### config.mk
export PLATFORM = sky130hd
export DESIGN_NAME = ir_distance_linearizer_unit
export DESIGN_NICKNAME = d
export VERILOG_FILES = /design/src/rtl/ird_pkg.sv /design/src/rtl/ird_ctrl.sv /design/src/rtl/ird_datapath.sv /design/src/rtl/ir_distance_linearizer_unit.sv
export SDC_FILE = /design/constraint.sdc
export NUM_CORES = 1
export LEC_CHECK = 0
export BUFFER_PORTS_ARGS = -buffer_cell sky130_fd_sc_hd__buf_4
export CAP_MARGIN = 20
export CORE_MARGIN = 2
export CORE_UTILIZATION = 40
export CTS_BUF_LIST = sky130_fd_sc_hd__clkbuf_16
export DETAILED_ROUTE_END_ITERATION = 10
export PLACE_DENSITY_LB_ADDON = 0.08
export SLEW_MARGIN = 30
export SYNTH_ARGS = -nofsm -noshare
export SYNTH_HDL_FRONTEND = slang
export SYNTH_SLANG_ARGS = --single-unit
### constraint.sdc
create_clock -name aclk -period 10.43 [get_ports aclk]
set_clock_uncertainty 0.05 [all_clocks]
set_input_delay 0.5215 -clock aclk [delete_from_list [all_inputs] [get_ports aclk]]
set_output_delay 0.5215 -clock aclk [all_outputs]
set_load 0.05 [all_outputs]
### src/rtl/ird_pkg.sv
// ird_pkg: shared types, constants and helpers for the ir distance linearizer
// item structs, controller states and datapath command struct
// no dependencies
package ird_pkg;

    localparam int ADC_BITS  = 10;
    // 10*raw + offset always fits in four more bits than the reading
    localparam int DEN_W     = ADC_BITS + 4;
    // numerators are 18 bits, every quotient fits in 12 bits
    localparam int NUM_W     = 18;
    localparam int QUO_W     = 12;
    localparam int DIV_STEPS = QUO_W;
    localparam int STEP_W    = $clog2(DIV_STEPS);

    localparam logic [NUM_W-1:0] FRONT_NUM = NUM_W'(158480);
    localparam logic [NUM_W-1:0] RIGHT_NUM = NUM_W'(80640);
    localparam logic [NUM_W-1:0] LEFT_NUM  = NUM_W'(79680);
    localparam logic [6:0]       FRONT_OFS = 7'd112;
    localparam logic [6:0]       RIGHT_OFS = 7'd94;
    localparam logic [6:0]       LEFT_OFS  = 7'd28;

    localparam logic [7:0] FRONT_LO = 8'd19;
    localparam logic [7:0] FRONT_HI = 8'd151;
    localparam logic [7:0] SIDE_LO  = 8'd9;
    localparam logic [7:0] SIDE_HI  = 8'd81;
    localparam logic [7:0] DIST_BIAS = 8'd10;

    localparam logic [7:0] HELD_FRONT_RST = 8'd70;
    localparam logic [6:0] HELD_SIDE_RST  = 7'd30;

    typedef struct packed {
        logic [ADC_BITS-1:0] raw_front;
        logic [ADC_BITS-1:0] raw_right;
        logic [ADC_BITS-1:0] raw_left;
    } in_item_t;

    typedef struct packed {
        logic [7:0]        dist_front;
        logic [6:0]        dist_right;
        logic [6:0]        dist_left;
        logic signed [7:0] side_difference;
    } out_item_t;

    typedef enum logic [1:0] {
        CH_FRONT,
        CH_RIGHT,
        CH_LEFT
    } chan_t;

    typedef enum logic [2:0] {
        ST_IDLE,
        ST_SETUP,
        ST_DIV,
        ST_COMMIT,
        ST_PUBLISH
    } state_t;

    typedef struct packed {
        logic  load;
        logic  div_start;
        logic  div_step;
        logic  commit;
        logic  publish;
        chan_t chan;
    } ctrl_cmd_t;

    function automatic logic [NUM_W-1:0] chan_num(input chan_t ch);
        logic [NUM_W-1:0] n;
        unique case (ch)
            CH_FRONT: n = FRONT_NUM;
            CH_RIGHT: n = RIGHT_NUM;
            default:  n = LEFT_NUM;
        endcase
        return n;
    endfunction

    function automatic logic [6:0] chan_ofs(input chan_t ch);
        logic [6:0] o;
        unique case (ch)
            CH_FRONT: o = FRONT_OFS;
            CH_RIGHT: o = RIGHT_OFS;
            default:  o = LEFT_OFS;
        endcase
        return o;
    endfunction

endpackage

### src/rtl/ird_ctrl.sv
// ird_ctrl: sequencer for the ir distance linearizer
// steps the shared divider over the three channels and owns the result valid
// depends on ird_pkg
module ird_ctrl (
    input  logic              aclk,
    input  logic              aresetn,
    input  logic              s_valid,
    output logic              s_ready,
    output logic              m_valid,
    input  logic              m_ready,
    output ird_pkg::ctrl_cmd_t cmd
);
    import ird_pkg::*;

    state_t            state_reg, state_next;
    chan_t             chan_reg, chan_next;
    logic [STEP_W-1:0] step_reg, step_next;
    logic              m_valid_reg, m_valid_next;
    logic              out_free;

    assign out_free = !m_valid_reg || m_ready;
    assign m_valid  = m_valid_reg;

    always_ff @(posedge aclk) begin
        if (!aresetn) begin
            state_reg   <= ST_IDLE;
            chan_reg    <= CH_FRONT;
            step_reg    <= '0;
            m_valid_reg <= 1'b0;
        end else begin
            state_reg   <= state_next;
            chan_reg    <= chan_next;
            step_reg    <= step_next;
            m_valid_reg <= m_valid_next;
        end
    end

    always_comb begin
        state_next   = state_reg;
        chan_next    = chan_reg;
        step_next    = step_reg;
        m_valid_next = m_valid_reg && !m_ready;
        s_ready      = 1'b0;
        cmd          = '{load: 1'b0, div_start: 1'b0, div_step: 1'b0, commit: 1'b0,
                         publish: 1'b0, chan: chan_reg};
        unique case (state_reg)
            ST_IDLE: begin
                s_ready = 1'b1;
                if (s_valid) begin
                    cmd.load   = 1'b1;
                    chan_next  = CH_FRONT;
                    state_next = ST_SETUP;
                end
            end
            ST_SETUP: begin
                cmd.div_start = 1'b1;
                step_next     = '0;
                state_next    = ST_DIV;
            end
            ST_DIV: begin
                cmd.div_step = 1'b1;
                step_next    = step_reg + 1'b1;
                if (step_reg == STEP_W'(DIV_STEPS - 1)) begin
                    state_next = ST_COMMIT;
                end
            end
            ST_COMMIT: begin
                cmd.commit = 1'b1;
                unique case (chan_reg)
                    CH_FRONT: begin
                        chan_next  = CH_RIGHT;
                        state_next = ST_SETUP;
                    end
                    CH_RIGHT: begin
                        chan_next  = CH_LEFT;
                        state_next = ST_SETUP;
                    end
                    default: begin
                        state_next = ST_PUBLISH;
                    end
                endcase
            end
            ST_PUBLISH: begin
                // waits only while an older result still sits in the output register
                if (out_free) begin
                    cmd.publish  = 1'b1;
                    m_valid_next = 1'b1;
                    state_next   = ST_IDLE;
                end
            end
            default: begin
                state_next = ST_IDLE;
            end
        endcase
    end

    a_publish_free: assert property (@(posedge aclk) disable iff (!aresetn)
        cmd.publish |-> (!m_valid_reg || m_ready))
        else $error("result published over an untaken result");

    a_one_item: assert property (@(posedge aclk) disable iff (!aresetn)
        (s_valid && s_ready) |=> !s_ready)
        else $error("second item taken while one is in work");

    a_commit_after_div: assert property (@(posedge aclk) disable iff (!aresetn)
        cmd.commit |-> $past(cmd.div_step))
        else $error("channel committed without a finished division");

endmodule

### src/rtl/ird_datapath.sv
// ird_datapath: input capture, shared restoring divider, clamp, averaging,
// held distances and output register; driven by ird_ctrl commands
// depends on ird_pkg
module ird_datapath (
    input  logic               aclk,
    input  logic               aresetn,
    input  ird_pkg::ctrl_cmd_t cmd,
    input  ird_pkg::in_item_t  s_data,
    input  logic               cfg_we,
    input  logic               cfg_wdata,
    output ird_pkg::out_item_t m_data
);
    import ird_pkg::*;

    in_item_t         in_reg;
    out_item_t        out_reg;
    logic [DEN_W-1:0] den_reg;
    logic [DEN_W-1:0] rem_reg;
    logic [QUO_W-1:0] quo_reg;
    logic [7:0]       held_front_reg;
    logic [6:0]       held_right_reg;
    logic [6:0]       held_left_reg;
    logic             avg_reg;

    logic [ADC_BITS-1:0] raw_sel;
    logic [DEN_W-1:0]    den_start;
    logic [NUM_W-1:0]    num_sel;
    logic [DEN_W:0]      trial;
    logic                ge;
    logic [7:0]          lo_c, hi_c, held_sel, fresh, merged;
    logic [8:0]          sum;

    // divider setup: den = 10*raw + offset
    always_comb begin
        unique case (cmd.chan)
            CH_FRONT: raw_sel = in_reg.raw_front;
            CH_RIGHT: raw_sel = in_reg.raw_right;
            default:  raw_sel = in_reg.raw_left;
        endcase
        den_start = (DEN_W'(raw_sel) << 3) + (DEN_W'(raw_sel) << 1)
                  + DEN_W'(chan_ofs(cmd.chan));
        num_sel   = chan_num(cmd.chan);
    end

    // one quotient bit per step
    assign trial = {rem_reg, quo_reg[QUO_W-1]};
    assign ge    = trial >= {1'b0, den_reg};

    // clamp on the quotient itself: q-10 > hi-1 and q-10 < lo+1
    always_comb begin
        unique case (cmd.chan)
            CH_FRONT: begin
                lo_c     = FRONT_LO;
                hi_c     = FRONT_HI;
                held_sel = held_front_reg;
            end
            CH_RIGHT: begin
                lo_c     = SIDE_LO;
                hi_c     = SIDE_HI;
                held_sel = {1'b0, held_right_reg};
            end
            default: begin
                lo_c     = SIDE_LO;
                hi_c     = SIDE_HI;
                held_sel = {1'b0, held_left_reg};
            end
        endcase
        if (quo_reg > QUO_W'(hi_c) + QUO_W'(DIST_BIAS) - QUO_W'(1)) begin
            fresh = hi_c;
        end else if (quo_reg < QUO_W'(lo_c) + QUO_W'(DIST_BIAS) + QUO_W'(1)) begin
            fresh = lo_c;
        end else begin
            fresh = quo_reg[7:0] - DIST_BIAS;
        end
        sum    = {1'b0, held_sel} + {1'b0, fresh};
        merged = avg_reg ? sum[8:1] : fresh;
    end

    always_ff @(posedge aclk) begin
        if (cmd.load) begin
            in_reg <= s_data;
        end
        if (cmd.div_start) begin
            den_reg <= den_start;
            // upper numerator bits are always below the divisor
            rem_reg <= DEN_W'(num_sel[NUM_W-1:QUO_W]);
            quo_reg <= num_sel[QUO_W-1:0];
        end else if (cmd.div_step) begin
            rem_reg <= ge ? DEN_W'(trial - {1'b0, den_reg}) : trial[DEN_W-1:0];
            quo_reg <= {quo_reg[QUO_W-2:0], ge};
        end
        if (cmd.publish) begin
            out_reg.dist_front      <= held_front_reg;
            out_reg.dist_right      <= held_right_reg;
            out_reg.dist_left       <= held_left_reg;
            out_reg.side_difference <= {1'b0, held_left_reg} - {1'b0, held_right_reg};
        end
    end

    always_ff @(posedge aclk) begin
        if (!aresetn) begin
            avg_reg        <= 1'b1;
            held_front_reg <= HELD_FRONT_RST;
            held_right_reg <= HELD_SIDE_RST;
            held_left_reg  <= HELD_SIDE_RST;
        end else begin
            if (cfg_we) begin
                avg_reg <= cfg_wdata;
            end
            if (cmd.commit) begin
                unique case (cmd.chan)
                    CH_FRONT: held_front_reg <= merged;
                    CH_RIGHT: held_right_reg <= merged[6:0];
                    default:  held_left_reg  <= merged[6:0];
                endcase
            end
        end
    end

    assign m_data = out_reg;

    a_rem_below_den: assert property (@(posedge aclk) disable iff (!aresetn)
        cmd.div_step |-> (rem_reg < den_reg))
        else $error("divider remainder not below divisor");

    a_held_range: assert property (@(posedge aclk) disable iff (!aresetn)
        $past(cmd.commit) |-> (held_front_reg >= FRONT_LO && held_front_reg <= FRONT_HI
                               && {1'b0, held_right_reg} >= SIDE_LO
                               && {1'b0, held_right_reg} <= SIDE_HI
                               && {1'b0, held_left_reg} >= SIDE_LO
                               && {1'b0, held_left_reg} <= SIDE_HI))
        else $error("held distance outside clamp range");

endmodule

### src/rtl/ir_distance_linearizer_unit.sv
// ir_distance_linearizer_unit: top level of the ir distance linearizer
// instantiates ird_ctrl and ird_datapath; depends on ird_pkg
//
//   port group      dir   flow control      carries
//   s_*             in    valid / ready     in_item_t: raw front, right, left readings
//   m_*             out   valid / ready     out_item_t: three distances, left minus right
//   cfg_*           in    write enable      averaging enable bit
//
// m_valid rises after an item has run through three channels, each of them
// setup, 12 steps of the one shared restoring divider and commit, plus the publish step;
// a new item is taken only in idle, once the last one has been published.
// aresetn is synchronous: held distances go to 70/30/30, averaging on.
// an untaken result waits in the output register while the next item runs;
// only the publish step waits for it to leave.
module ir_distance_linearizer_unit (
    input  logic               aclk,
    input  logic               aresetn,
    input  logic               s_valid,
    output logic               s_ready,
    input  ird_pkg::in_item_t  s_data,
    output logic               m_valid,
    input  logic               m_ready,
    output ird_pkg::out_item_t m_data,
    input  logic               cfg_we,
    input  logic               cfg_wdata
);
    import ird_pkg::*;

    ctrl_cmd_t cmd;

    ird_ctrl u_ctrl (
        .aclk    (aclk),
        .aresetn (aresetn),
        .s_valid (s_valid),
        .s_ready (s_ready),
        .m_valid (m_valid),
        .m_ready (m_ready),
        .cmd     (cmd)
    );

    ird_datapath u_datapath (
        .aclk      (aclk),
        .aresetn   (aresetn),
        .cmd       (cmd),
        .s_data    (s_data),
        .cfg_we    (cfg_we),
        .cfg_wdata (cfg_wdata),
        .m_data    (m_data)
    );

endmodule

==> run summary, run 1 <==
antenna diode count - 0
max frequency - 220 MHz
Flop pwr share - 0.377
PnR Total Power - 1.99 mW
status - finished, final reports clean
DR pass1 iterations - 4
share of cells above drive strength 1 - 0.155
postcts setup bufs - 0
first-pass GRT wire length - 24600 µm
port bufs - 67
die span in x - 138 µm
GRT overflow - 0
Pleak - 3.53 nW
final setup fails - 0
Clock Power Share - 0.283
DR vias - 4982
vias in the first global route - 4929
clock-pin slew on the worst setup and hold paths - 0.06 ns
Routed WL per cell - 15.2 µm
Synth top area share - 0.379
placed cell area - 0.00788 mm²
Worst EP required - 10.68 ns
commonest non-fill, non-tap cells in the layout - edfxtp_1, buf_4, nand2_1, ha_1, inv_1
full die area - 0.0191 mm²
CP Capture Type - flop
drt total wl - 14800 µm
setup TNS - 0 ns
biggest area contributors in the synthesized netlist - edfxtp_1, dfxtp_1, ha_1, mux2i_1, nand2_1
antenna violations before repair - 0
cell taking the most area after synthesis - edfxtp_1
Vias per Instance - 5.14
pin count of the biggest net entering global routing - 48
Clock Sinks - 132
Slew Limit Headroom - 0.388
htree depth - 4
total track usage - 0.160
Ys Warns - 0
commonest non-fill, non-tap cell in the layout - edfxtp_1
Critical Path Fanout Max - 28
Worst EP arrival - 4.80 ns
Critical Path Start - u_ctrl.chan_reg[0]
HP Class - in -> reg
Yosys cell types - 65
Gate Count Post-Synth - 667
RSZ-0062 raised after global routing - no
final-layout fill cell count - 1659
antenna-violating nets left - 0
Post-CTS Hold Fix Bufs - 0
initial drt markers - 260
Final Max Tran Viols - 0
EDFF count, synth - 91
total CTS buffers - 17
switching pwr - 0.672 mW
sw frac - 0.338
GP Congestion - 0.872
post-synthesis average cell area - 10.8 µm²
mapped cell area - 0.00720 mm²
Final period util - 0.436
Worst Hold Launch - s_data[27]
Final Core Density - 0.473
Primary FF master, synth - edfxtp_1
CTS tree - built
fin crit period - 4.55 ns
Synth Register Bits - 132
Synthesized Nets - 761
setup ws final - 5.88 ns
Peak supply drop - 0.125 mV
Max clock buf depth - 2
critical path class - reg -> reg
Comb power frac - 0.340
core area - 0.0178 mm²
Area growth, synth to finish - 17.2%
crit path launch type - flop
P_int - 1.32 mW
cell area after layout - 0.00844 mm²
PostCTS Resize Cnt - 0
worst slack, placed - 5.84 ns
# IOs - 68
clock latency on the worst-skew pair - 0.42 ns
Final nets - 821
Slew @ Worst Pin - 0.914 ns
CTS Root Cell - clkbuf_16
Row Count - 49
post-synthesis sequential area ratio - 0.493
DIE HEIGHT - 138 µm
Post-synth ARST share - 0
post-DP HPWL - 10600 µm
PwrDens - 236 mW/mm²
Reg-to-Reg Start - u_ctrl.chan_reg[0]
DRC viols - 0
max cap viols - 0
Initial Util - 0.404
Hold Fails Final Rpt - 0
## synthesized netlist by cell type, types with 8 or more instances
library cell	number
o211ai_1	9
clkbuf_1	21
a21oi_1	41
o21ai_0	37
nor2_1	28
o21a_1	8
mux2i_1	26
edfxtp_1	91
nor2b_1	15
ha_1	52
nand2_1	63
xor2_1	12
a21o_1	15
xnor2_1	23
inv_1	47
and2_1	9
dfxtp_1	41
nand2b_1	11
nand3_1	9
## critical path, cell delays in order, from the launching register on
cell     delay (ns)
dfxtp_1        0.31
buf_4          0.38
or2_1          0.52
ha_1           0.34
o311a_1        0.12
o21ai_0        0.16
nand3_1        0.25
o21ai_4        0.22
o21ai_0        0.24
fa_1           0.51
a21o_1         0.17
a21oi_1        0.22
o21ai_0        0.12
a21oi_1        0.24
xnor2_1        0.09
a21oi_1        0.25
nand2_1        0.08
o211a_1        0.13
## logic make-up after synthesis
family / count (synthesis) / share of synthesized area
AND/OR/NAND/NOR: 172 / 0.120
AO/OA/AOI/OAI: 165 / 0.154
flip-flops: 132 / 0.493
buffers and inverters: 79 / 0.0462
adder cells (fa/ha/maj): 58 / 0.107
XOR/XNOR: 35 / 0.0426
multiplexers: 26 / 0.0361
## per-layer routing
metal,up-vias,part of all wire,GRT usage
met3,17,0.038,0.0388
met4,0,0.011,0.0483
met5,-,0,0
li1,2519,-,-
met2,88,0.45,0.246
met1,2358,0.51,0.225
## power groups by stage
stage	combinational [mW]	clock [mW]	sequential (mW)
3_3_place_gp	0.662	0	0.759
2_1_floorplan	0.559	0	0.726
4_1_cts	0.677	0.573	0.750
5_1_grt	0.770	0.599	0.762
6_report	0.676	0.562	0.750
3_5_place_dp	0.674	0	0.761
## stage by stage
step	hold WS, ns	std cells
floorplan	0.372	667
global route	0.209	969
CTS	0.213	969
detailed placement	0.400	937
finish	0.230	969
global placement	0.394	937
## final cells by class
cell class | instances | area (µm²) | share of cell area
flip-flops and latches | 132 | 3550 | 0.421
multi-input cells | 456 | 3320 | 0.394
repair buffers | 71 | 533 | 0.0632
clock buffers | 17 | 425 | 0.0504
well taps | 229 | 287 | 0.0340
inverters | 49 | 189 | 0.0224
clock inverters | 15 | 128 | 0.0151
## path summary, 6_finish.rpt
path                            slack, ns  cells past startpoint                           end
worst max-delay path                 5.88                     17  u_datapath.held_right_reg[5]
worst min-delay path                 0.23                      1         u_datapath.in_reg[27]
worst max register to register       5.88                     17  u_datapath.held_right_reg[5]
worst min register to register       0.42                      0          u_datapath.m_data[8]
(Power assumes the default switching activity.)
==> inputs of run 2 (changes only) <==
==> constraint.sdc (replaced) <==
create_clock -name aclk -period 4.45 [get_ports aclk]
set_clock_uncertainty 0.05 [all_clocks]
set_input_delay 0.2225 -clock aclk [delete_from_list [all_inputs] [get_ports aclk]]
set_output_delay 0.2225 -clock aclk [all_outputs]
set_load 0.05 [all_outputs]
==> run 2 against run 1 <==
Compared with the run above:
- final cell count rose by 3.9%
- cell area grew 4.5%
- sequential power increased by 130%
- die area did not move
- global-route usage rose by 0.52 points
- clock power up 130%
- maximum frequency grew 14%
- utilization rose by 2.1 points
- total power grew 140%
- combinational power increased by 140%
- critical endpoint is now u_datapath.held_front_reg[5]
- largest power group unchanged
==> run summary, run 2 (synthesized netlist as in run 1, its figures left out) <==
htree depth - 4 (unchanged)
Reg2Reg Setup Slack - 0.46 ns (was 5.88 ns)
setup TNS - 0 ns (unchanged)
first-pass GRT wire length - 25500 µm (was 24600 µm)
PwrDens - 536 mW/mm² (was 236 mW/mm²)
CTS Root Cell - clkbuf_16 (unchanged)
DR vias - 5038 (was 4982)
placed cell area - 0.00792 mm² (was 0.00788 mm²)
final setup fails - 0 (unchanged)
HP Class - in -> reg (unchanged)
Routed WL per cell - 15.0 µm (was 15.2 µm)
WP buf/inv - 0 (was 1)
DR pass1 iterations - 5 (was 4)
Hold Path Sink - u_ctrl.state_reg[2] (was u_datapath.in_reg[27])
antenna violations before repair - 0 (unchanged)
Reg-to-Reg Start - u_ctrl.chan_reg[0] (unchanged)
critical path class - reg -> reg (unchanged)
core area - 0.0178 mm² (unchanged)
antenna-violating nets left - 0 (unchanged)
# IOs - 68 (unchanged)
GP Congestion - 0.818 (was 0.872)
Peak supply drop - 0.306 mV (was 0.125 mV)
clock latency on the worst-skew pair - 0.42 ns (about the same)
Clock Sinks - 132 (unchanged)
Vias per Instance - 5.00 (was 5.14)
Multi-input gate area - 0.00334 mm² (was 0.00332 mm²)
Final period util - 0.896 (was 0.436)
RR Endpoint - u_datapath.held_front_reg[5] (was u_datapath.held_right_reg[5])
fin crit period - 3.99 ns (was 4.55 ns)
RSZ-0062 raised after global routing - no (unchanged)
cell area after layout - 0.00882 mm² (was 0.00844 mm²)
total track usage - 0.165 (was 0.160)
status - finished, final reports clean (unchanged)
CTS tree - built (unchanged)
Max clock buf depth - 2 (unchanged)
clock-pin slew on the worst setup and hold paths - 0.06 ns (about the same)
Worst EP required - 4.71 ns (was 10.68 ns)
Worst Reg2Reg Path Length in Cells - 15 (was 17)
commonest non-fill, non-tap cell in the layout - edfxtp_1 (unchanged)
postcts setup bufs - 0 (unchanged)
Worst Hold Launch - m_ready (was s_data[27])
Worst EP arrival - 4.25 ns (was 4.80 ns)
Final nets - 859 (was 821)
worst hold stages - 4 (was 1)
full die area - 0.0191 mm² (unchanged)
CP peak stage delay - 0.48 ns (was 0.52 ns)
Hold Fails Final Rpt - 0 (unchanged)
critical-path cell list - or2_1 -> ha_1 -> o2111ai_1 -> o221a_4 -> o21ai_4 -> o21ai_1 -> fa_1 -> a21o_1 -> a21oi_1 -> o21ai_0 -> a21oi_1 -> xnor2_1 -> a21oi_1 -> nand2_1 -> o211a_1 (was buf_4 -> or2_1 -> ha_1 -> o311a_1 -> o21ai_0 -> nand3_1 -> o21ai_4 -> o21ai_0 -> fa_1 -> a21o_1 -> a21oi_1 -> o21ai_0 -> a21oi_1 -> xnor2_1 -> a21oi_1 -> nand2_1 -> o211a_1)
Area growth, synth to finish - 22.5% (was 17.2%)
GRT overflow - 0 (unchanged)
DIE HEIGHT - 138 µm (unchanged)
vias in the first global route - 5131 (was 4929)
antenna diode count - 0 (unchanged)
Sequential Area - 0.00355 mm² (unchanged)
final-layout fill cell count - 1631 (was 1659)
drt total wl - 15100 µm (was 14800 µm)
DRC viols - 0 (unchanged)
commonest non-fill, non-tap cells in the layout - edfxtp_1, buf_4, nand2_1, ha_1, inv_1 (unchanged)
Slew @ Worst Pin - 0.891 ns (was 0.914 ns)
CP Capture Type - flop (unchanged)
cell repeated most along the worst path - a21oi_1
max cap viols - 0 (unchanged)
Final Max Tran Viols - 0 (unchanged)
Worst path top cell family by delay - compound AO/OA/AOI/OAI gates (unchanged)
slowest stage cell on the critical path - fa_1 (was or2_1)
max frequency - 251 MHz (was 220 MHz)
Pleak - 3.68 nW (was 3.53 nW)
Slew Limit Headroom - 0.404 (was 0.388)
post-DP HPWL - 10700 µm (was 10600 µm)
Row Count - 49 (unchanged)
die span in x - 138 µm (unchanged)
Initial Util - 0.404 (unchanged)
Final Core Density - 0.494 (was 0.473)
pin count of the biggest net entering global routing - 37 (was 48)
port bufs - 67 (unchanged)
initial drt markers - 288 (was 260)
Critical Path Fanout Max - 10 (was 28)
share of cells above drive strength 1 - 0.154 (was 0.155)
crit path launch type - flop (unchanged)
total CTS buffers - 17 (unchanged)
==> run 2: final cells by class <==
| class | count | share of cell area |
|---|---|---|
| clock buffer | 17 | 0.0482 |
| inverter | 49 | 0.0214 |
| multi-input combinational | 456 | 0.379 |
| timing repair buffer | 109 | 0.102 |
| tap | 229 | 0.0325 |
| clock inverter | 15 | 0.0142 |
| sequential | 132 | 0.403 |
==> run 2: per-stage QoR <==
step | hold slack [ns] | total power, mW | instances | worst slack [ns]
finish | 0.0645 | 4.72 | 1007 | 0.463
global route | 0.0842 | 5.05 | 1007 | 0.0946
CTS | 0.0516 | 4.76 | 1007 | 0.390
detailed placement | 0.352 | 3.40 | 943 | 0.393
global placement | 0.350 | 3.37 | 943 | 0.498
floorplan | 0.271 | 3.01 | 667 | 0.274
==> run 2: worst max path at each step <==
| stage | startpoint | endpoint | slack, ns | cells past startpoint |
|---|---|---|---|---|
| CTS | u_ctrl.chan_reg[0] | u_datapath.held_front_reg[7] | 0.39 | 17 |
| global placement | u_ctrl.chan_reg[0] | u_datapath.held_front_reg[5] | 0.50 | 16 |
| finish | u_ctrl.chan_reg[0] | u_datapath.held_front_reg[5] | 0.46 | 15 |
| global route | u_ctrl.chan_reg[0] | u_datapath.held_front_reg[7] | 0.09 | 16 |
| detailed placement | u_ctrl.chan_reg[0] | u_datapath.held_front_reg[7] | 0.39 | 17 |
| floorplan | u_ctrl.chan_reg[0] | u_datapath.den_reg[12] | 0.27 | 16 |
==> run 2: metal layers <==
metal / vias to the layer above / global-route usage / wire length [µm]
met5: - / 0 / 0
met4: 0 / 0.0532 / 233
met3: 19 / 0.0346 / 461
met2: 86 / 0.254 / 6630
met1: 2330 / 0.235 / 7730
li1: 2603 / - / -
==> run 2: tightest hold or removal path, stage by stage <==
cell and delay (ns):
buf_4 0.08, nor2b_1 0.06, nand2_1 0.06, a21boi_0 0.06
==> run 2: repair_timing <==
item	CTS	global route
resized for setup	0	4
endpoints found under the hold margin	31	0
endpoints found under the setup margin	0	1
hold buffers	32	0
==> run 2: power breakdown <==
group	switching, mW	internal, mW
registers	0.157	1.60
clock network	0.512	0.806
logic	0.936	0.712
total	1.60	3.12
